==> src/sv/qrs_pkg.sv <==
// Shared widths, types, codes and arithmetic helpers for the quadratic root solver.
// No dependencies; every other file refers to this package by scoped names.
package qrs_pkg;

    // Number format
    localparam int FRAC_BITS  = 16;
    localparam int COEF_WIDTH = 32;
    localparam int TOL_WIDTH  = 16;

    // Derived widths
    localparam int DISC_W = 2 * COEF_WIDTH + 2;      // exact b^2 - 4ac magnitude, even
    localparam int SQRT_W = DISC_W / 2;              // one root bit per sqrt cell
    localparam int SREM_W = SQRT_W + 3;              // sqrt partial remainder
    localparam int NUM_W  = COEF_WIDTH + 2;          // |b| + sqrt
    localparam int DEN_W  = COEF_WIDTH + 1;          // 2|a|
    localparam int NSH_W  = NUM_W + FRAC_BITS;       // numerator scaled by 2^FRAC_BITS
    localparam int CMP_W  = (NSH_W > DEN_W + COEF_WIDTH) ? NSH_W : DEN_W + COEF_WIDTH;
    localparam int DCMP_W = DISC_W + TOL_WIDTH + FRAC_BITS;

    typedef logic signed [COEF_WIDTH-1:0] t_coef;
    typedef logic [COEF_WIDTH-1:0]        t_mag;
    typedef logic [2*COEF_WIDTH-1:0]      t_prod;
    typedef logic [DISC_W-1:0]            t_disc;
    typedef logic [SQRT_W-1:0]            t_sqrt;
    typedef logic [SREM_W-1:0]            t_srem;
    typedef logic [NUM_W-1:0]             t_num;
    typedef logic [DEN_W-1:0]             t_den;
    typedef logic [CMP_W-1:0]             t_cmp;
    typedef logic [DCMP_W-1:0]            t_dcmp;
    typedef logic [TOL_WIDTH-1:0]         t_tol;
    typedef logic [1:0]                   t_cnt;
    typedef logic [1:0]                   t_case;

    // Root count codes
    localparam t_cnt CNT_NONE = 2'd0;
    localparam t_cnt CNT_ONE  = 2'd1;
    localparam t_cnt CNT_TWO  = 2'd2;
    localparam t_cnt CNT_INF  = 2'd3;

    // Coefficient case codes
    localparam t_case CS_INF  = 2'd0;
    localparam t_case CS_NONE = 2'd1;
    localparam t_case CS_LIN  = 2'd2;
    localparam t_case CS_QUAD = 2'd3;

    localparam t_mag POS_LIM = {1'b0, {(COEF_WIDTH-1){1'b1}}};
    localparam t_mag NEG_LIM = {1'b1, {(COEF_WIDTH-1){1'b0}}};

    // Data handed from one sqrt cell to the next
    typedef struct packed {
        t_disc rad;
        t_srem rem;
        t_sqrt root;
    } t_sq_cell;

    // Data handed from one divider cell to the next
    typedef struct packed {
        t_den rem;
        t_den den;
        t_mag nbits;
        t_mag quo;
    } t_dv_cell;

    // Sign-magnitude value
    typedef struct packed {
        logic neg;
        t_num mag;
    } t_sm;

    // Per-divider flags that travel beside the divider cells
    typedef struct packed {
        logic sn;
        logic neg;
        logic nz;
        logic dz;
        logic ovf;
    } t_dv_flags;

    typedef struct packed {
        t_dv_flags f;
        t_dv_cell  c;
    } t_dv_pre;

    typedef struct packed {
        t_mag val;
        logic sat;
    } t_root;

    // Sign-magnitude add; a zero result is positive
    function automatic t_sm sm_add(input logic neg_a, input t_num mag_a,
                                   input logic neg_b, input t_num mag_b);
        t_sm r;
        if (neg_a == neg_b) begin
            r.neg = neg_a;
            r.mag = mag_a + mag_b;
        end else if (mag_a >= mag_b) begin
            r.neg = neg_a;
            r.mag = mag_a - mag_b;
        end else begin
            r.neg = neg_b;
            r.mag = mag_b - mag_a;
        end
        if (r.mag == '0) begin
            r.neg = 1'b0;
        end
        return r;
    endfunction

    // Divider setup: overflow pre-check and the first partial remainder
    function automatic t_dv_pre dv_pre(input t_sm num, input logic den_neg, input t_den den);
        t_cmp    nsh;
        t_cmp    dsh;
        t_dv_pre r;
        nsh = t_cmp'(num.mag) << FRAC_BITS;
        dsh = t_cmp'(den) << COEF_WIDTH;
        r.f.sn    = num.neg;
        r.f.neg   = num.neg ^ den_neg;
        r.f.nz    = (num.mag == '0);
        r.f.dz    = (den == '0);
        r.f.ovf   = (nsh >= dsh);
        r.c.rem   = t_den'(nsh >> COEF_WIDTH);
        r.c.den   = den;
        r.c.nbits = nsh[COEF_WIDTH-1:0];
        r.c.quo   = '0;
        return r;
    endfunction

    // Sign, clamp and zero-divisor handling of a finished quotient
    function automatic t_root root_out(input t_dv_flags f, input t_mag quo);
        t_mag  lim;
        t_mag  q;
        t_root r;
        r.val = '0;
        r.sat = 1'b0;
        lim   = f.neg ? NEG_LIM : POS_LIM;
        q     = quo;
        if (f.nz) begin
            r.val = '0;
        end else if (f.dz) begin
            r.sat = 1'b1;
            r.val = f.sn ? NEG_LIM : POS_LIM;
        end else begin
            if (f.ovf || (quo > lim)) begin
                q     = lim;
                r.sat = 1'b1;
            end
            r.val = f.neg ? (~q + t_mag'(1)) : q;
        end
        return r;
    endfunction

endpackage

==> src/sv/qrs_sqrt_cell.sv <==
// One cell of the square-root chain: resolves one root bit per cell.
// Depends on qrs_pkg for the cell data type.
module qrs_sqrt_cell (
    input  logic              i_clk,
    input  logic              i_en,
    input  qrs_pkg::t_sq_cell i_d,
    output qrs_pkg::t_sq_cell o_q
);
    qrs_pkg::t_srem    w_t;
    qrs_pkg::t_srem    w_trial;
    qrs_pkg::t_sq_cell n_q;
    qrs_pkg::t_sq_cell r_q;

    // Bring down two radicand bits and try root*4+1
    always_comb begin
        w_t     = {i_d.rem[qrs_pkg::SREM_W-3:0], i_d.rad[qrs_pkg::DISC_W-1 -: 2]};
        w_trial = qrs_pkg::t_srem'({i_d.root, 2'b01});
        n_q.rad = i_d.rad << 2;
        if (w_t >= w_trial) begin
            n_q.rem  = w_t - w_trial;
            n_q.root = {i_d.root[qrs_pkg::SQRT_W-2:0], 1'b1};
        end else begin
            n_q.rem  = w_t;
            n_q.root = {i_d.root[qrs_pkg::SQRT_W-2:0], 1'b0};
        end
    end

    always_ff @(posedge i_clk) begin
        if (i_en) begin
            r_q <= n_q;
        end
    end

    assign o_q = r_q;
endmodule

==> config.mk <==
export PLATFORM = sky130hd
export DESIGN_NAME = qrs_sqrt_cell
export DESIGN_NICKNAME = d
export VERILOG_FILES = /design/src/sv/qrs_pkg.sv /design/src/sv/qrs_sqrt_cell.sv
export SDC_FILE = /design/constraint.sdc
export NUM_CORES = 1
export LEC_CHECK = 0
export ABC_AREA = 0
export BUFFER_PORTS_ARGS = -buffer_cell sky130_fd_sc_hd__buf_2
export CAP_MARGIN = 20
export CORE_MARGIN = 1.5
export CORE_UTILIZATION = 47
export DETAILED_ROUTE_END_ITERATION = 10
export HOLD_SLACK_MARGIN = 0.12
export PLACE_DENSITY = 0.78
export SYNTH_ARGS = -nofsm -noshare
export SYNTH_HDL_FRONTEND = slang
export SYNTH_SLANG_ARGS = --single-unit
export TNS_END_PERCENT = 30
==> constraint.sdc <==
create_clock -name i_clk -period 3.55 [get_ports i_clk]
set_input_delay 0.355 -clock i_clk [delete_from_list [all_inputs] [get_ports i_clk]]
set_output_delay 0.355 -clock i_clk [all_outputs]
set_load 0.02 [all_outputs]
==> results.toml, run 1 <==
[run_status]
status = "finished, final reports clean"

[timing]
report.final.slew_viol_count = 0
worst_slew_pin_slew_ps = 778
timing.fmax_ghz = 0.296
finalCritPeriodShare_pct = 95.0
holdWs_ps = 142
finalSetupTns_ps = 0
rsz0062_at_grt = "no"
slew_headroom_pct = 48.1
setup_viol = 0
finalCriticalPeriod_ps = 3370
report.final.hold_viol_count = 0

[synthesis]
async_flop_share_pct = 0
ys_top_cells_by_count = "133 x edfxtp_1, 47 x inv_1, 35 x ha_1"
syn_area_sq_um = 6580
synth_most_common_cell = "edfxtp_1"
synthCells = 477
ys_warn_count = 0
syn_avg_cell_area_sq_um = 13.8
synth_ff_type = "edfxtp_1"
yosysSeqAreaShare_pct = 60.7
synth_area_leader_cell = "edfxtp_1"
synth_cell_types = 56
ys_ff_latch = 133
synthTopCellsByArea = "edfxtp_1 61%, ha_1 6.7%, mux2_4 5.9%"
synth_edf_count = 133
yosysTopAreaCellShare_pct = 60.7

[routing]
vias = 5392
dr.first_iter.drc_count = 396
wl_mm = 19.6
antenna_left = 0
drt_pass1_iterations = 5
wl_per_cell_microns = 18.9
drc = 0
vias_per_cell = 5.18

[cells_and_area]
final_nets = 1019
largest_reg_flops = 133
final_util_pct = 70.0
drive_gt1_share_pct = 41.2
finalInstanceArea_sq_um = 9640
areaGrowthSynthToFinish_pct = 46.6

[worst_setup_path]
cp_max_fo = 17
start_kind = "primary input"
cp_data_arrival_time_ps = 3530
cp.required_ps = 3710
endpoint_kind = "flop"
worstSetupPathType = "primary input to flop"
crit_start = "i_d[0]"

[clock_tree]
clkTransAtPathRegs_ps = 60
cts_made_buffers = 17
clock-root-buffer = "clkbuf_16"
cts_setup_buffers = 0
cts_sinks = 133
clock_path_buffers = 2
cts-htree-levels = 4
cts_tree = "built"

[worst_hold_path]
hold_path.class = "primary input to flop"
hold_end = "o_q[21]"
min_path_cells = 1
hold_start = "i_d[20]"

[placed_design]
place_congestion = 0.844
dp_hpwl_mm = 12.7
placed_cell_area_sq_um = 8170
port_buffers = 267

[floorplan]
fp.dieArea_sq_um = 14700
io_pins = 272
fp.dieW_microns = 121
std_cell_rows = 43
start_util_pct = 47.8
core_area_sq_um = 13800
die_h_microns = 121

[pwr]
p_per_area_nw_per_um2 = 514
ir_drop_v = 0.000270
p_leak_nw = 4.36
finalPower_w = 0.00496

[global_routing]
grt_pass1_wl_mm = 28.4
track_usage_pct = 26.0
antenna_found_initial = 2
grt_max_degree = 87
grt_overflow_total = 0
grt_pass1_vias = 5351

[job]
cap_violations = 0
==> metrics by stage <==
| stage | cells | worst slack [ps] |
|---|---|---|
| CTS | 1040 | 8.76 |
| global placement | 924 | 175 |
| global route | 1041 | 13.3 |
| floorplan | 478 | 545 |
| detailed placement | 924 | 142 |
| finish | 1041 | 177 |
==> report_power, final <==
group | switching, W | total [W] | internal (W) | leakage, nW
clock network | 0.000723 | 0.00185 | 0.00113 | 0.297
logic | 0.000636 | 0.00114 | 0.000500 | 2.76
registers | 0.0000479 | 0.00197 | 0.00192 | 1.30
==> logic make-up after synthesis <==
logic type,after synthesis,share of synthesized area [%]
other,1,0.0570
buffers and inverters,57,3.75
adders and majority gates,35,6.66
xor gates and xnor gates,31,4.13
AOI/OAI and AO/OA,100,10.9
DFF,133,60.7
and+or+nand+nor,88,6.85
muxes,32,6.94
==> worst max-delay path: stages <==
cell and delay, ps:
dlygate4sd3_1 520, buf_2 110, inv_1 40, ha_1 340, nor2b_4 150, o311ai_2 270
a32oi_2 240, a31oi_4 270, o211ai_4 120, a41o_4 330, a21oi_4 210, inv_4 60
buf_6 180, mux2_4 310
==> area by class of cell <==
type | instances | area [sq um]
clock buffer | 17 | 425
fill | 950 | 4130
timing repair buffer | 359 | 2270
multi-input combinational | 288 | 2350
tap | 180 | 225
sequential | 133 | 3990
clock inverter | 15 | 193
antenna | 1 | 2.50
inverter | 48 | 183
==> metal layers <==
layer | wire length, microns | vias to the layer above | GRT usage (%)
met4 | 532 | 2 | 10.2
met2 | 10500 | 253 | 48.6
met1 | 7150 | 2573 | 27.4
met5 | 13 | - | 0
li1 | - | 2524 | -
met3 | 1430 | 40 | 7.42
==> placed cells by master, fill, tap and decap left out, types with 4 or more instances in the layout <==
cell and count:
a21oi_1 33, edfxtp_1 133, mux2_4 26, nand2_1 27, xor2_1 12, inv_6 5
buf_2 266, nand4_1 7, inv_1 47, mux2_2 5, xnor2_1 19, clkbuf_16 17
o21a_1 5, nor3_1 5, ha_1 35, and3_1 11, o211ai_1 4, nand3_1 9
o21bai_1 4, a21o_1 9, buf_4 5, nor2_1 12, o21ai_0 20, dlygate4sd3_1 84
==> what timing repair did <==
| action | 4_1_cts | 5_1_grt |
|---|---|---|
| setup endpoints to repair | 0 | 32 |
| hold buffers | 84 | 0 |
| endpoints found under the hold margin | 84 | 0 |
| resized for setup | 0 | 3 |
==> worst max path at each step <==
stage | to | cells past startpoint
after floorplan | o_q[40] | 12
after global placement | o_q[50] | 12
after detailed placement | o_q[54] | 12
after CTS | o_q[54] | 14
after global routing | o_q[50] | 14
final | o_q[54] | 14
Note: power is estimated with default switching activity, not from simulation.
==> run 2: changes to the inputs <==
ABC_AREA = 1   (was 0)
PLACE_DENSITY = 0.77   (was 0.78)
==> run 2 against run 1 <==
Area after synthesis up 11%; sequential power about the same; count of clock-buffer cells in the layout unchanged; global-route usage up 3.1 points; cell count up 34%; maximum frequency up 22%; clock power down 2%; largest power group unchanged; highest routed layer unchanged.
==> results.toml, run 2 <==
[synthesis]
synth_edf_count = 133
ys_ff_latch = 133
ys_top_cells_by_count = "308 x nand2_1, 133 x edfxtp_1, 130 x inv_1"
synth_most_common_cell = "nand2_1"
ys_warn_count = 0
synthCells = 821
async_flop_share_pct = 0
syn_area_sq_um = 7310
synth_area_leader_cell = "edfxtp_1"
synth_ff_type = "edfxtp_1"
yosysSeqAreaShare_pct = 54.6
syn_avg_cell_area_sq_um = 8.90
synth_cell_types = 27
synthTopCellsByArea = "edfxtp_1 55%, nand2_1 16%, inv_1 6.7%"
yosysTopAreaCellShare_pct = 54.6

[cells_and_area]
mostFrequentLayoutCells = "308 x nand2_1, 266 x buf_2, 133 x edfxtp_1"
largest_reg_flops = 133
final_nets = 1367
areaGrowthSynthToFinish_pct = 41.6
layout_commonest_cell = "nand2_1"
n_antenna_cell = 0
drive_gt1_share_pct = 27.6

[timing]
timing.fmax_ghz = 0.362
setup_viol = 0
report.final.hold_viol_count = 0
finalCritPeriodShare_pct = 77.7
slew_headroom_pct = 55.6
finalCriticalPeriod_ps = 2760
finalSetupTns_ps = 0
holdWs_ps = 129
rsz0062_at_grt = "no"
report.final.slew_viol_count = 0
worst_slew_pin_slew_ps = 665

[pwr]
p_leak_nw = 5.20
p_per_area_nw_per_um2 = 474
ir_drop_v = 0.000394

[worst_setup_path]
worstSetupPathType = "primary input to flop"
cp_data_arrival_time_ps = 2900
crit_slowest_cell = "dlygate4sd3_1"
endpoint_kind = "flop"
cp.required_ps = 3690
start_kind = "primary input"
cp_max_fo = 35
critPathBufInv = 5
path_delay_family = "buffers and inverters"
cpPeakStageDelay_ps = 560
path_cells = "dlygate4sd3_1 > buf_2 > inv_1 > ha_1 > nand2_2 > inv_1 > nand2_1 > nand2_1 > a21oi_1 > nand3_2 > nand3_2 > nand2_2 > inv_2 > a21oi_1"

[clock_tree]
clock_path_buffers = 2
ctsResizeCount = 0
clkTransAtPathRegs_ps = 60
cts_made_buffers = 17
cts-htree-levels = 4
clock-root-buffer = "clkbuf_16"
cts_sinks = 133
cts_tree = "built"

[routing]
dr_wl_met2_mm = 11.6
dr.first_iter.drc_count = 436
drt_pass1_iterations = 5
wl_mm = 23.7
met1_length_mm = 9.47
drc = 0
wl_per_cell_microns = 17.0
antenna_left = 0
vias_per_cell = 4.88
top_layer_used = "met5"
vias = 6816
met3_length_mm = 1.57

[floorplan]
fp.dieW_microns = 128
io_pins = 272
core_area_sq_um = 15200
start_util_pct = 48.1
std_cell_rows = 45
die_h_microns = 128
fp.dieArea_sq_um = 16300

[global_routing]
antenna_found_initial = 1
grt_pass1_wl_mm = 35.4
track_usage_pct = 29.1
grt_max_degree = 71
grt_overflow_total = 0
grt_pass1_vias = 6723

[job]
cap_violations = 0

[run_status]
status = "finished, final reports clean"

[worst_hold_path]
hold_path.class = "primary input to flop"

[placed_design]
place_congestion = 0.873
port_buffers = 267
dp_hpwl_mm = 15.8
run 2: cells by family (layout without fill, tap and decap cells):
kind of cell / count (synthesis) / count (layout) / synth area share [%]
AND/OR/NAND/NOR: 449 / 449 / 26.1
buffers and inverters: 144 / 530 / 8.08
flip-flops: 133 / 133 / 54.6
AO/OA/AOI/OAI: 40 / 40 / 2.88
adder cells (fa/ha/maj): 35 / 35 / 5.99
XOR/XNOR: 19 / 19 / 2.28
other: 1 / 2 / 0.0513
run 2: power by group:
| group | switching, W | internal (W) |
|---|---|---|
| logic | 0.000727 | 0.000409 |
| registers | 0.0000435 | 0.00192 |
| clock network | 0.000804 | 0.00100 |
| total | 0.00157 | 0.00333 |
run 2: layout make-up:
class,count,area (sq um)
Sequential cell,133,3990
Tap cell,188,235
Clock buffer,17,425
Timing Repair Buffer,363,2290
Multi-Input combinational cell,545,2730
Inverter,135,507
Fill cell,1243,4850
Clock inverter,15,165
run 2: worst paths after layout:
kind  cells after the start  endpoint     from  slack, ps
max                      14   o_q[68]  i_d[16]        790
min                       1   o_q[13]  i_d[12]        130
run 2: timing repair:
action / CTS / global route
hold endpoints to repair: 92 / 0
hold buffers: 92 / 0
buffers inserted: 0 / 0
run 2: routing by layer:
metal / vias up / GRT usage (%)
li1: 3375 / -
met1: 3090 / 33.9
met2: 285 / 50.6
met3: 64 / 6.93
met4: 2 / 14.1
met5: - / 0
run 2: metrics by stage:
stage               power (W)  utilization [%]  area (sq um)  cells  setup WS, ps
global route          0.00509             68.1         10300   1396           578
global placement      0.00301             58.1          8840   1272           865
detailed placement    0.00302             58.1          8840   1272           920
floorplan             0.00264                -          7310    822          1520
CTS                   0.00486             68.1         10300   1396           767
finish                0.00490             68.1         10300   1396           791
