**src/sv/qrs_pkg.sv**
```systemverilog
// Shared widths, types, codes and arithmetic helpers for the quadratic root solver.
// No dependencies; every other file refers to this package by scoped names.
package qrs_pkg;

    // Number format
    localparam int FRAC_BITS  = 16;
    localparam int COEF_WIDTH = 32;
    localparam int TOL_WIDTH  = 16;

    // Derived widths
    localparam int DISC_W = 2 * COEF_WIDTH + 2;      // exact b^2 - 4ac magnitude, even
    localparam int SQRT_W = DISC_W / 2;              // one root bit per sqrt cell
    localparam int SREM_W = SQRT_W + 3;              // sqrt partial remainder
    localparam int NUM_W  = COEF_WIDTH + 2;          // |b| + sqrt
    localparam int DEN_W  = COEF_WIDTH + 1;          // 2|a|
    localparam int NSH_W  = NUM_W + FRAC_BITS;       // numerator scaled by 2^FRAC_BITS
    localparam int CMP_W  = (NSH_W > DEN_W + COEF_WIDTH) ? NSH_W : DEN_W + COEF_WIDTH;
    localparam int DCMP_W = DISC_W + TOL_WIDTH + FRAC_BITS;

    typedef logic signed [COEF_WIDTH-1:0] t_coef;
    typedef logic [COEF_WIDTH-1:0]        t_mag;
    typedef logic [2*COEF_WIDTH-1:0]      t_prod;
    typedef logic [DISC_W-1:0]            t_disc;
    typedef logic [SQRT_W-1:0]            t_sqrt;
    typedef logic [SREM_W-1:0]            t_srem;
    typedef logic [NUM_W-1:0]             t_num;
    typedef logic [DEN_W-1:0]             t_den;
    typedef logic [CMP_W-1:0]             t_cmp;
    typedef logic [DCMP_W-1:0]            t_dcmp;
    typedef logic [TOL_WIDTH-1:0]         t_tol;
    typedef logic [1:0]                   t_cnt;
    typedef logic [1:0]                   t_case;

    // Root count codes
    localparam t_cnt CNT_NONE = 2'd0;
    localparam t_cnt CNT_ONE  = 2'd1;
    localparam t_cnt CNT_TWO  = 2'd2;
    localparam t_cnt CNT_INF  = 2'd3;

    // Coefficient case codes
    localparam t_case CS_INF  = 2'd0;
    localparam t_case CS_NONE = 2'd1;
    localparam t_case CS_LIN  = 2'd2;
    localparam t_case CS_QUAD = 2'd3;

    localparam t_mag POS_LIM = {1'b0, {(COEF_WIDTH-1){1'b1}}};
    localparam t_mag NEG_LIM = {1'b1, {(COEF_WIDTH-1){1'b0}}};

    // Data handed from one sqrt cell to the next
    typedef struct packed {
        t_disc rad;
        t_srem rem;
        t_sqrt root;
    } t_sq_cell;

    // Data handed from one divider cell to the next
    typedef struct packed {
        t_den rem;
        t_den den;
        t_mag nbits;
        t_mag quo;
    } t_dv_cell;

    // Sign-magnitude value
    typedef struct packed {
        logic neg;
        t_num mag;
    } t_sm;

    // Per-divider flags that travel beside the divider cells
    typedef struct packed {
        logic sn;
        logic neg;
        logic nz;
        logic dz;
        logic ovf;
    } t_dv_flags;

    typedef struct packed {
        t_dv_flags f;
        t_dv_cell  c;
    } t_dv_pre;

    typedef struct packed {
        t_mag val;
        logic sat;
    } t_root;

    // Sign-magnitude add; a zero result is positive
    function automatic t_sm sm_add(input logic neg_a, input t_num mag_a,
                                   input logic neg_b, input t_num mag_b);
        t_sm r;
        if (neg_a == neg_b) begin
            r.neg = neg_a;
            r.mag = mag_a + mag_b;
        end else if (mag_a >= mag_b) begin
            r.neg = neg_a;
            r.mag = mag_a - mag_b;
        end else begin
            r.neg = neg_b;
            r.mag = mag_b - mag_a;
        end
        if (r.mag == '0) begin
            r.neg = 1'b0;
        end
        return r;
    endfunction

    // Divider setup: overflow pre-check and the first partial remainder
    function automatic t_dv_pre dv_pre(input t_sm num, input logic den_neg, input t_den den);
        t_cmp    nsh;
        t_cmp    dsh;
        t_dv_pre r;
        nsh = t_cmp'(num.mag) << FRAC_BITS;
        dsh = t_cmp'(den) << COEF_WIDTH;
        r.f.sn    = num.neg;
        r.f.neg   = num.neg ^ den_neg;
        r.f.nz    = (num.mag == '0);
        r.f.dz    = (den == '0);
        r.f.ovf   = (nsh >= dsh);
        r.c.rem   = t_den'(nsh >> COEF_WIDTH);
        r.c.den   = den;
        r.c.nbits = nsh[COEF_WIDTH-1:0];
        r.c.quo   = '0;
        return r;
    endfunction

    // Sign, clamp and zero-divisor handling of a finished quotient
    function automatic t_root root_out(input t_dv_flags f, input t_mag quo);
        t_mag  lim;
        t_mag  q;
        t_root r;
        r.val = '0;
        r.sat = 1'b0;
        lim   = f.neg ? NEG_LIM : POS_LIM;
        q     = quo;
        if (f.nz) begin
            r.val = '0;
        end else if (f.dz) begin
            r.sat = 1'b1;
            r.val = f.sn ? NEG_LIM : POS_LIM;
        end else begin
            if (f.ovf || (quo > lim)) begin
                q     = lim;
                r.sat = 1'b1;
            end
            r.val = f.neg ? (~q + t_mag'(1)) : q;
        end
        return r;
    endfunction

endpackage

```
**src/sv/qrs_div_cell.sv**
```systemverilog
// One cell of a restoring divider chain: resolves one quotient bit per cell.
// Depends on qrs_pkg for the cell data type.
module qrs_div_cell (
    input  logic              i_clk,
    input  logic              i_en,
    input  qrs_pkg::t_dv_cell i_d,
    output qrs_pkg::t_dv_cell o_q
);
    logic [qrs_pkg::DEN_W:0] w_t;
    logic [qrs_pkg::DEN_W:0] w_d;
    qrs_pkg::t_dv_cell       n_q;
    qrs_pkg::t_dv_cell       r_q;

    // Shift in the next numerator bit, subtract the divisor when it fits
    always_comb begin
        w_t       = {i_d.rem, i_d.nbits[qrs_pkg::COEF_WIDTH-1]};
        w_d       = {1'b0, i_d.den};
        n_q.den   = i_d.den;
        n_q.nbits = i_d.nbits << 1;
        if (w_t >= w_d) begin
            n_q.rem = qrs_pkg::t_den'(w_t - w_d);
            n_q.quo = {i_d.quo[qrs_pkg::COEF_WIDTH-2:0], 1'b1};
        end else begin
            n_q.rem = qrs_pkg::t_den'(w_t);
            n_q.quo = {i_d.quo[qrs_pkg::COEF_WIDTH-2:0], 1'b0};
        end
    end

    always_ff @(posedge i_clk) begin
        if (i_en) begin
            r_q <= n_q;
        end
    end

    assign o_q = r_q;
endmodule

```
**config.mk**
```make
export PLATFORM = sky130hd
export DESIGN_NAME = qrs_div_cell
export DESIGN_NICKNAME = d
export VERILOG_FILES = /design/src/sv/qrs_pkg.sv /design/src/sv/qrs_div_cell.sv
export SDC_FILE = /design/constraint.sdc
export NUM_CORES = 1
export LEC_CHECK = 0
export ABC_AREA = 1
export BUFFER_PORTS_ARGS = -buffer_cell sky130_fd_sc_hd__buf_2
export CAP_MARGIN = 5
export CORE_ASPECT_RATIO = 0.5
export CORE_MARGIN = 2
export CORE_UTILIZATION = 50
export CTS_CLUSTER_SIZE = 40
export DETAILED_ROUTE_END_ITERATION = 7
export PLACE_DENSITY_LB_ADDON = 0.12
export RECOVER_POWER = 25
export SLEW_MARGIN = 30
export SYNTH_ARGS = -nofsm -noshare
export SYNTH_HDL_FRONTEND = slang
export SYNTH_SLANG_ARGS = --single-unit
```
**constraint.sdc**
```tcl
create_clock -name i_clk -period 1.99 [get_ports i_clk]
set_input_delay 0.0995 -clock i_clk [delete_from_list [all_inputs] [get_ports i_clk]]
set_output_delay 0.0995 -clock i_clk [all_outputs]
set_load 0.005 [all_outputs]
```
==> implementation parameters, run 1 <==
Parameter                              Value

Yosys
  Synthesized cell area ... 0.007199 mm2
  Synthesized area per cell ... between 8 and 9 um2
  Flops & latches, synth ... 129
  Seq/Total Area, Yosys ... 0.5381
  Synthesized instance count ... 810
  Synth unique cells ... 31
  Mapped Nets ... just under 1000
  YS warnings ... 0

Timing
  RSZ-0062 raised after global routing ... no
  Worst Max-Slew Pin Slew ... between 1.5 and 2 ns
  Final setup vio count ... 0
  Final hold slack ... 0.006248 ns
  Post-route fraction of the period consumed by the critical path ... 0.8827
  Maximum frequency from static timing analysis ... 0.5693 GHz
  Count of pins over their slew limit ... 29
  Slew margin rel. ... -0.03705
  Final critical path time including I/O delays and setup ... between 1.5 and 2 ns
  Final hold violation count ... 0

Critical path
  Critical path's largest stage delay ... 0.36 ns
  Crit path kind ... input pin to flip-flop
  Cells traversed along the worst timing path ... buf_2, inv_1, ha_1, nand2_1, inv_1, nand2_1, inv_1, nand2_1, nor2_1, nand2_1, nand2_2, nor2_4, nand2_8, nand2_1, nand2_1
  Dominant cell type by count on the critical path ... sky130_fd_sc_hd__nand2_1
  Required time of the critical path ... 2.16 ns
  Crit-path slowest cell ... sky130_fd_sc_hd__ha_1
  Worst-path fanout max ... 35
  Arrival time reported for the critical path endpoint ... 1.93 ns
  Startpoint class of the critical path ... input pin
  CP endpoint kind ... flip-flop

Pwr
  Sequential group share of total power ... 0.397
  Leak ... 5.432 nW
  Net Sw Power ... 0.002562 W
  Sw frac ... 0.2995
  Logic gate share of total power ... 0.217
  Worst voltage drop across the vdd grid ... 0.0005036 V
  Internal power contribution ... 0.005992 W
  Part of the total power dissipated in the clock network ... 0.386
  Pwr per Cell Area ... approximately 810 mW/mm2

Clock tree
  Clock root cell ... sky130_fd_sc_hd__clkbuf_16
  Clock tree from TritonCTS ... built
  CTS clk-pin slew, worst paths ... 0.06 ns
  Bufs on Longest Clock Path ... 2
  Total of hold buffers inserted after clock tree synthesis ... 100
  CTS resizes ... 0
  Number of CTS-inserted buffers ... 17
  Post-CTS setup-driven buffer insertion count ... 0
  Sink Count ... between 100 and 150
  H-tree depth ... 4

Hold path
  Hold depth ... 3
  Type of the most critical hold path ... input pin to flip-flop

Final layout
  Synthesis-to-finish area growth ... 47.32%
  Final standard cell count with taps included and fillers excluded ... 1429
  Leading cell types in the layout, fill and taps excluded ... 289 x sky130_fd_sc_hd__nand2_1, 241 x sky130_fd_sc_hd__buf_2, 155 x sky130_fd_sc_hd__inv_1
  Flip-flop count of the largest register, all copies and words added ... ~130
  Share of layout cells above drive strength 1 ... 0.2874
  Layout net count ... 1388
  Leading cell type in the layout, fill and taps excluded ... sky130_fd_sc_hd__nand2_1

Global routing
  Leftover overflow at the end of global routing ... 0
  Vias in the first global route ... 6872
  All-Layer GR Usage ... 0.3417
  First-pass GRT wire length ... 39.23 mm
  Number of antenna violations at the first check in global routing ... 1
  Maximum number of pins on one net before global-route repair ... 48

Detailed routing
  DR vias ... 7263
  First-pass iteration count of the detailed router ... 5
  Routed WL per cell ... 18.33 um
  Wire length reported by the detailed router ... approximately 26 mm
  Detail Route Antenna Nets ... 0
  Via count normalized by instance count ... 5.083
  Drc violations ... 0
  Iter 0 DRT Violations ... 603

Placement
  Buffers added on ports ... 259
  Count of placed standard cells including taps ... 1295
  Final estimated routing congestion in global placement ... 0.9170
  Total half-perimeter wirelength after legalization and detailed placement ... 16.39 mm

Floorplan
  Top-level I/O count ... about 260
  DIE HEIGHT ... 88.85 um
  Overall die width ... 173.7 um
  Core area ... 0.01381 mm2
  Std-Cell Rows ... 30
  Die footprint ... about 0.015 mm2
  Initial Util ... 0.5212

Run status
  Failing checks ... max-capacitance violations, max-slew violations
  Status ... finished with violations

Run
  Maximum capacitance violations ... 1
==> through the flow <==
stage	setup TNS [ns]	util	area (um2)	worst slack (ns)	power, W
4_1_cts	0	0.7692	10630	0.2797	0.008427
6_report	0	0.7678	10610	0.2333	0.008554
2_1_floorplan	0	-	7199	0.2402	0.004257
5_1_grt	0	0.7675	10600	0.09101	0.008831
3_3_place_gp	-2.392	0.6537	9030	-0.09187	0.005013
3_5_place_dp	-3.486	0.6537	9030	-0.1396	0.005046
==> per-layer routing <==
| layer | share of wire | global-route usage | vias up |
|---|---|---|---|
| met3 | 0.10 | 0.08076 | 68 |
| met2 | 0.45 | 0.5640 | 470 |
| met5 | 0 | 0 | - |
| li1 | - | - | 3397 |
| met4 | 0.027 | 0.1138 | 0 |
| met1 | 0.42 | 0.4541 | 3328 |
==> power by group through the flow <==
| stage | Combinational [W] | Clock (W) | Sequential, W |
|---|---|---|---|
| floorplan | 0.000783 | 0 | 0.00347 |
| global placement | 0.00159 | 0 | 0.00342 |
| detailed placement | 0.00162 | 0 | 0.00342 |
| CTS | 0.00179 | 0.00327 | 0.00337 |
| global route | 0.00202 | 0.00340 | 0.00341 |
| finish | 0.00186 | 0.00330 | 0.00340 |
==> kinds of logic (layout without fill, tap and decap cells) <==
logic type	count (synthesis)	in the layout	synth area share
compound gates	24	24	0.01738
xor+xnor	14	14	0.01703
fa+ha+maj	34	34	0.06013
buf+inv	170	595	0.09454
flops	129	129	0.5381
other cells	1	3	0.0005209
simple gates	438	438	0.2723
==> synth_stat cells <==
| cell type | count | share of area |
|---|---|---|
| sky130_fd_sc_hd__nand4_1 | 2 | 0.0017 |
| sky130_fd_sc_hd__and2_1 | 5 | 0.0043 |
| sky130_fd_sc_hd__nand2_8 | 1 | 0.0028 |
| sky130_fd_sc_hd__edfxtp_1 | 129 | 0.54 |
| sky130_fd_sc_hd__a21oi_1 | 21 | 0.015 |
| sky130_fd_sc_hd__fa_1 | 1 | 0.0028 |
| sky130_fd_sc_hd__nor2_1 | 35 | 0.018 |
| sky130_fd_sc_hd__buf_6 | 2 | 0.0031 |
| sky130_fd_sc_hd__nor3_2 | 3 | 0.0042 |
| sky130_fd_sc_hd__xnor2_1 | 1 | 0.0012 |
| sky130_fd_sc_hd__o21ai_0 | 1 | 0.00069 |
| sky130_fd_sc_hd__nand2_4 | 1 | 0.0016 |
| sky130_fd_sc_hd__nand3_2 | 15 | 0.021 |
| sky130_fd_sc_hd__inv_2 | 5 | 0.0026 |
| sky130_fd_sc_hd__nand2_2 | 6 | 0.0052 |
| sky130_fd_sc_hd__a21o_1 | 2 | 0.0021 |
| sky130_fd_sc_hd__nand3_1 | 54 | 0.038 |
| sky130_fd_sc_hd__inv_1 | 155 | 0.081 |
| sky130_fd_sc_hd__ha_1 | 33 | 0.057 |
| sky130_fd_sc_hd__or2_2 | 2 | 0.0017 |
| sky130_fd_sc_hd__nand2_1 | 289 | 0.15 |
| sky130_fd_sc_hd__nand3b_1 | 10 | 0.010 |
| sky130_fd_sc_hd__buf_2 | 6 | 0.0042 |
| sky130_fd_sc_hd__buf_4 | 1 | 0.0010 |
| sky130_fd_sc_hd__nor2_4 | 2 | 0.0031 |
| sky130_fd_sc_hd__nor3_1 | 8 | 0.0056 |
| sky130_fd_sc_hd__buf_12 | 1 | 0.0028 |
| sky130_fd_sc_hd__conb_1 | 1 | 0.00052 |
| sky130_fd_sc_hd__xor2_1 | 13 | 0.016 |
| sky130_fd_sc_hd__and3_1 | 1 | 0.00087 |
| sky130_fd_sc_hd__nor2_2 | 4 | 0.0035 |
==> critical path: cells and delay by family <==
| family | cells | cell delay [ns] |
|---|---|---|
| adders and majority gates | 1 | 0.36 |
| buffers and inverters | 4 | 0.30 |
| and+or+nand+nor | 10 | 1.15 |
==> area by class of cell <==
type	instances	area (um2)
antenna	2	5.005
clock buffer	17	425.4
clock inverter	15	168.9
fill	997	3207
inverter	160	600.6
multi-input combinational	511	2645
sequential	129	3874
tap	192	240.2
timing repair buffer	403	2648
==> worst paths after layout <==
path              slack, ns  startpoint                 end
setup / recovery       0.23     i_d[78]  o_q[109]$_DFFE_PP_
hold / removal        0.006    i_d[125]  o_q[126]$_DFFE_PP_
No activity file was read; power rests on OpenSTA's default activity.
==> run 2: changes to the inputs <==
--- a/config.mk
+++ b/config.mk
@@ -10,10 +10,10 @@
 export CAP_MARGIN = 5
 export CORE_ASPECT_RATIO = 0.5
 export CORE_MARGIN = 2
-export CORE_UTILIZATION = 50
+export CORE_UTILIZATION = 45
 export CTS_CLUSTER_SIZE = 40
 export DETAILED_ROUTE_END_ITERATION = 7
-export PLACE_DENSITY_LB_ADDON = 0.12
+export PLACE_DENSITY = 0.87
 export RECOVER_POWER = 25
 export SLEW_MARGIN = 30
 export SYNTH_ARGS = -nofsm -noshare
==> constraint.sdc (replaced) <==
create_clock -name i_clk -period 1.6 [get_ports i_clk]
set_input_delay 0.08 -clock i_clk [delete_from_list [all_inputs] [get_ports i_clk]]
set_output_delay 0.08 -clock i_clk [all_outputs]
set_load 0.005 [all_outputs]
==> run 2 against run 1 <==
Compared with the run above: the run now ends clean; highest routed layer unchanged; worst setup slack got worse by 0.19 ns; worst hold slack worse by 0.00054 ns; non-clock buffer count up 43.
==> implementation parameters, run 2 (synthesized netlist as in run 1, its figures left out) <==
Parameter                              Value

Run
  Maximum capacitance violations ... 0

Critical path
  Arrival time reported for the critical path endpoint ... 1.85 ns
  Crit path kind ... input pin to flip-flop
  Required time of the critical path ... 1.89 ns
  Worst-path fanout max ... 4
  CP endpoint kind ... flip-flop
  Startpoint class of the critical path ... input pin

Clock tree
  Number of CTS-inserted buffers ... 17
  Sink Count ... 129
  Clock tree from TritonCTS ... built
  Post-CTS setup-driven buffer insertion count ... 0
  CTS clk-pin slew, worst paths ... 0.07 ns
  Bufs on Longest Clock Path ... 2
  H-tree depth ... 4
  Clock root cell ... sky130_fd_sc_hd__clkbuf_16

Floorplan
  Initial Util ... 0.4634
  Overall die width ... 182.9 um
  DIE HEIGHT ... around 93 um
  Die footprint ... 0.01709 mm2
  Std-Cell Rows ... 32
  Core area ... 0.01553 mm2
  Top-level I/O count ... between 200 and 300

Pwr
  Worst voltage drop across the vdd grid ... 0.0007235 V
  Overall power after layout ... 0.01083 W
  Pwr per Cell Area ... 946.6 mW/mm2
  Leak ... between 5 and 6 nW

Timing
  Final critical path time including I/O delays and setup ... 1.559 ns
  Final TNS setup ... 0 ns
  Maximum frequency from static timing analysis ... between 0.6 and 0.7 GHz
  Post-route fraction of the period consumed by the critical path ... 0.9742
  RSZ-0062 raised after global routing ... yes
  Worst Max-Slew Pin Slew ... 1.428 ns
  Count of pins over their slew limit ... 0
  Slew margin rel. ... 0.04805
  Final setup vio count ... 0
  Final hold violation count ... 0
  Final hold slack ... 0.005712 ns

Final layout
  Final standard cell count with taps included and fillers excluded ... 1481
  Combined area of the multi-input logic cells ... between 0.003 and 0.004 mm2
  Flip-flop count of the largest register, all copies and words added ... 129
  Leading cell types in the layout, fill and taps excluded ... 271 x sky130_fd_sc_hd__nand2_1, 258 x sky130_fd_sc_hd__buf_2, 147 x sky130_fd_sc_hd__inv_1
  Area occupied by registers ... 0.003874 mm2
  Share of layout cells above drive strength 1 ... 0.3790
  Antenna diode instance count ... 0
  Leading cell type in the layout, fill and taps excluded ... sky130_fd_sc_hd__nand2_1
  Fill cells ... roughly 1100
  Layout net count ... 1431
  Synthesis-to-finish area growth ... 58.85%
  Post-layout utilization of the core ... 0.7361

Detailed routing
  Wire length reported by the detailed router ... 24.52 mm
  Detail Route Antenna Nets ... 0
  Iter 0 DRT Violations ... 479
  First-pass iteration count of the detailed router ... 5
  Via count normalized by instance count ... just under 5
  Drc violations ... 0
  DR vias ... 7208
  Routed WL per cell ... 16.56 um

Placement
  Total half-perimeter wirelength after legalization and detailed placement ... roughly 17 mm
  Buffers added on ports ... 259
  Final estimated routing congestion in global placement ... 0.9488
  Count of placed standard cells including taps ... 1353

Run status
  Status ... finished clean

Global routing
  Maximum number of pins on one net before global-route repair ... 79
  Leftover overflow at the end of global routing ... 0
  First-pass GRT wire length ... roughly 37 mm
  Number of antenna violations at the first check in global routing ... 0
  Vias in the first global route ... approximately 7200
  All-Layer GR Usage ... 0.2894

Hold path
  Hold depth ... 3
  Type of the most critical hold path ... input pin to flip-flop
  Worst Hold End ... o_q[108]$_DFFE_PP_
  Min-Delay Startpoint ... i_d[107]
-- run 2: cell types whose count changed in the layout (fill, tap and decap cells not counted), sizes merged --
cell / change
buf: +61
bufinv: +1
clkbuf: -14
clkinv: +5
clkinvlp: -1
diode: -2
dlygate4sd2: -1
dlygate4sd3: -3
inv: -6
-- run 2: metal layers --
metal | GRT usage | share of wire
met5 | 0 | 0
met4 | 0.1000 | 0.023
met3 | 0.07009 | 0.079
met2 | 0.4861 | 0.48
met1 | 0.3702 | 0.42
-- run 2: repair_timing --
item	CTS	global route
resized for setup	0	25
hold buffers	97	0
endpoints found under the hold margin	97	0
endpoints found under the setup margin	0	33
-- run 2: stage by stage --
step	setup slack [ns]	cell area (um2)
3_3_place_gp	-0.3481	9821
2_1_floorplan	-0.001106	7629
5_1_grt	-0.05245	11440
3_5_place_dp	-0.3685	9821
4_1_cts	0.02734	11380
6_report	0.04120	11440
-- run 2: layout make-up --
| type | count | area share |
|---|---|---|
| Sequential cell | 129 | 0.3387 |
| Multi-Input combinational cell | 511 | 0.2733 |
| Timing Repair Buffer | 446 | 0.2602 |
| Inverter | 160 | 0.05383 |
| Clock buffer | 17 | 0.03720 |
| Tap cell | 204 | 0.02232 |
| Clock inverter | 14 | 0.01444 |
-- run 2: critical path, stage by stage --
cell	delay (ns)
sky130_fd_sc_hd__buf_2	0.14
sky130_fd_sc_hd__inv_12	0.06
sky130_fd_sc_hd__ha_4	0.12
sky130_fd_sc_hd__inv_4	0.03
sky130_fd_sc_hd__fa_2	0.37
sky130_fd_sc_hd__nand2_2	0.09
sky130_fd_sc_hd__nand2_1	0.08
sky130_fd_sc_hd__nand3_1	0.11
sky130_fd_sc_hd__nand2_2	0.08
sky130_fd_sc_hd__nand2_1	0.06
sky130_fd_sc_hd__nand2_1	0.07
sky130_fd_sc_hd__xor2_1	0.38
sky130_fd_sc_hd__nand2_1	0.10
sky130_fd_sc_hd__nand2_1	0.08
-- run 2: how the worst max path moves through the flow --
stage | from | endpoint | cells past startpoint
3_3_place_gp | i_d[63] | o_q[117]$_DFFE_PP_ | 15
3_5_place_dp | i_d[63] | o_q[117]$_DFFE_PP_ | 15
6_report | i_d[63] | o_q[113]$_DFFE_PP_ | 14
4_1_cts | i_d[63] | o_q[117]$_DFFE_PP_ | 15
2_1_floorplan | i_d[63] | o_q[125]$_DFFE_PP_ | 13
5_1_grt | i_d[79] | o_q[117]$_DFFE_PP_ | 16
-- run 2: power breakdown --
group / leakage (nW) / switching (W) / internal [W]
Clock: 0.290 / 0.00155 / 0.00244
Sequential: 1.26 / 0.0000995 / 0.00413
Combinational: 4.18 / 0.00139 / 0.00122
==> run 3: changes to the inputs <==
--- a/config.mk
+++ b/config.mk
@@ -10,10 +10,10 @@
 export CAP_MARGIN = 5
 export CORE_ASPECT_RATIO = 0.5
 export CORE_MARGIN = 2
-export CORE_UTILIZATION = 45
+export CORE_UTILIZATION = 43
 export CTS_CLUSTER_SIZE = 40
 export DETAILED_ROUTE_END_ITERATION = 7
-export PLACE_DENSITY = 0.87
+export PLACE_DENSITY = 0.84
 export RECOVER_POWER = 25
 export SLEW_MARGIN = 30
 export SYNTH_ARGS = -nofsm -noshare
==> run 3 against run 2 <==
Compared with the run above: routed wire length is 1.2% higher; via count is 2.9% higher; core utilization is 2.7 points lower; non-clock buffer count is 17 higher; worst setup slack better by 0.022 ns; critical path type unchanged.
==> implementation parameters, run 3 (synthesized netlist as in run 1, its figures left out) <==
Parameter                              Value

Run status
  Status ... finished clean

Detailed routing
  DR vias ... 7414
  Routed WL per cell ... around 16 um
  Iter 0 DRT Violations ... 524
  Wire length reported by the detailed router ... ~25 mm
  First-pass iteration count of the detailed router ... 5
  Via count normalized by instance count ... 4.871
  Detail Route Antenna Nets ... 0
  Drc violations ... 0

Final layout
  Leading cell type in the layout, fill and taps excluded ... sky130_fd_sc_hd__nand2_1
  Layout net count ... 1448
  Flip-flop count of the largest register, all copies and words added ... 129
  Antenna diode instance count ... 0
  Synthesis-to-finish area growth ... 61.37%
  Share of layout cells above drive strength 1 ... 0.3876
  Leading cell types in the layout, fill and taps excluded ... 265 x sky130_fd_sc_hd__nand2_1, 258 x sky130_fd_sc_hd__buf_2, 147 x sky130_fd_sc_hd__inv_1

Critical path
  Worst-path fanout max ... 4
  CP endpoint kind ... flip-flop
  Cells traversed along the worst timing path ... buf_2, inv_12, ha_4, inv_4, fa_2, nand2_1, nand2_1, nand3_1, nand2_2, nand2_1, nand2_2, xor2_2, nand2_1, nand2_1
  Crit path kind ... input pin to flip-flop
  Dominant cell type by count on the critical path ... sky130_fd_sc_hd__nand2_1
  Critical path's largest stage delay ... 0.37 ns
  Arrival time reported for the critical path endpoint ... 1.71 ns
  Crit-path slowest cell ... sky130_fd_sc_hd__fa_2
  Required time of the critical path ... ~1.8 ns
  Startpoint class of the critical path ... input pin

Timing
  Post-route fraction of the period consumed by the critical path ... 0.9606
  Minimum setup slack in the final design ... 0.06308 ns
  Final hold violation count ... 0
  Final setup vio count ... 0
  Final critical path time including I/O delays and setup ... 1.537 ns
  Final TNS setup ... 0 ns
  Maximum frequency from static timing analysis ... 0.6507 GHz
  Count of pins over their slew limit ... 0
  Worst Max-Slew Pin Slew ... 0.8302 ns
  Slew margin rel. ... 0.4465

Pwr
  Pwr per Cell Area ... 934.3 mW/mm2
  Worst voltage drop across the vdd grid ... 0.0007752 V
  Overall power after layout ... roughly 0.011 W
  Leak ... 5.789 nW

Floorplan
  Overall die width ... about 190 um
  Top-level I/O count ... 262
  Std-Cell Rows ... 33
  Core area ... ~0.016 mm2
  Initial Util ... 0.4392
  DIE HEIGHT ... approximately 95 um
  Die footprint ... around 0.018 mm2

Placement
  Total half-perimeter wirelength after legalization and detailed placement ... between 15 and 20 mm
  Worst slack after detailed placement ... -0.3839 ns
  Buffers added on ports ... 259
  Final estimated routing congestion in global placement ... 0.9037

Global routing
  Vias in the first global route ... 7196
  Maximum number of pins on one net before global-route repair ... between 40 and 50
  First-pass GRT wire length ... 36.96 mm
  Number of antenna violations at the first check in global routing ... 1
  Leftover overflow at the end of global routing ... 0
  All-Layer GR Usage ... 0.2726

Clock tree
  Clock root cell ... sky130_fd_sc_hd__clkbuf_16
  H-tree depth ... 4
  Sink Count ... 129
  Number of CTS-inserted buffers ... 17
  Bufs on Longest Clock Path ... 2
  Clock tree from TritonCTS ... built
  CTS clk-pin slew, worst paths ... 0.06 ns

Run
  Maximum capacitance violations ... 0

Hold path
  Type of the most critical hold path ... input pin to flip-flop
run 3: cell types whose count changed in the layout (fill, tap and decap cells not counted), moves of 3 or more:
cell,delta
sky130_fd_sc_hd__inv_6,+3
sky130_fd_sc_hd__nand2_1,-6
sky130_fd_sc_hd__buf_4,+8
sky130_fd_sc_hd__dlygate4sd3_1,+6
sky130_fd_sc_hd__nor2_2,+3
sky130_fd_sc_hd__nor2_1,-4
sky130_fd_sc_hd__nand2_2,+6
run 3: what timing repair did:
| item | in CTS | in global routing |
|---|---|---|
| buffers inserted | 0 | 1 |
| gates resized for setup | 0 | 33 |
| hold buffers | 103 | 0 |
| endpoints found under the setup margin | 0 | 32 |
| hold endpoints to repair | 103 | 0 |
run 3: metrics by stage:
step                      hold WS [ns]  cells  area, um2    util
after floorplan                 0.1789    810       7629       -
after global placement          0.2571   1386       9937  0.6062
after detailed placement        0.2581   1386       9937  0.6062
after CTS                    0.0001988   1521      11550  0.7048
after global routing           0.01554   1522      11620  0.7087
final                          0.01175   1522      11620  0.7087
run 3: critical path: cells and delay by family:
family	cells	cell delay (ns)
adders and majority gates	2	0.50
buffers and inverters	3	0.23
and+or+nand+nor	8	0.72
xor gates and xnor gates	1	0.18
run 3: cell type report:
| class | count | area, um2 |
|---|---|---|
| Clock inverter | 14 | 155.1 |
| Inverter | 160 | 615.6 |
| Timing Repair Buffer | 463 | 3120 |
| Sequential cell | 129 | 3874 |
| Clock buffer | 18 | 429.2 |
| Tap cell | 227 | 284.0 |
| Fill cell | 1208 | 4775 |
| Multi-Input combinational cell | 511 | 3139 |
run 3: final timing paths:
check / start / to / slack [ns] / cells after the start
max: i_d[63] / o_q[113]$_DFFE_PP_ / 0.06 / 14
min: i_d[107] / o_q[108]$_DFFE_PP_ / 0.01 / 3
run 3: per-layer routing:
metal / vias up / GRT usage / part of all wire
met5: - / 0 / 0.00073
met4: 2 / 0.08333 / 0.018
met3: 42 / 0.06588 / 0.083
met2: 350 / 0.4616 / 0.48
met1: 3489 / 0.3508 / 0.42
li1: 3531 / - / -
run 3: report_power, final:
group | internal, W | switching, W
registers | 0.00412 | 0.0000972
logic | 0.00126 | 0.00141
clock network | 0.00232 | 0.00165
total | 0.00770 | 0.00316
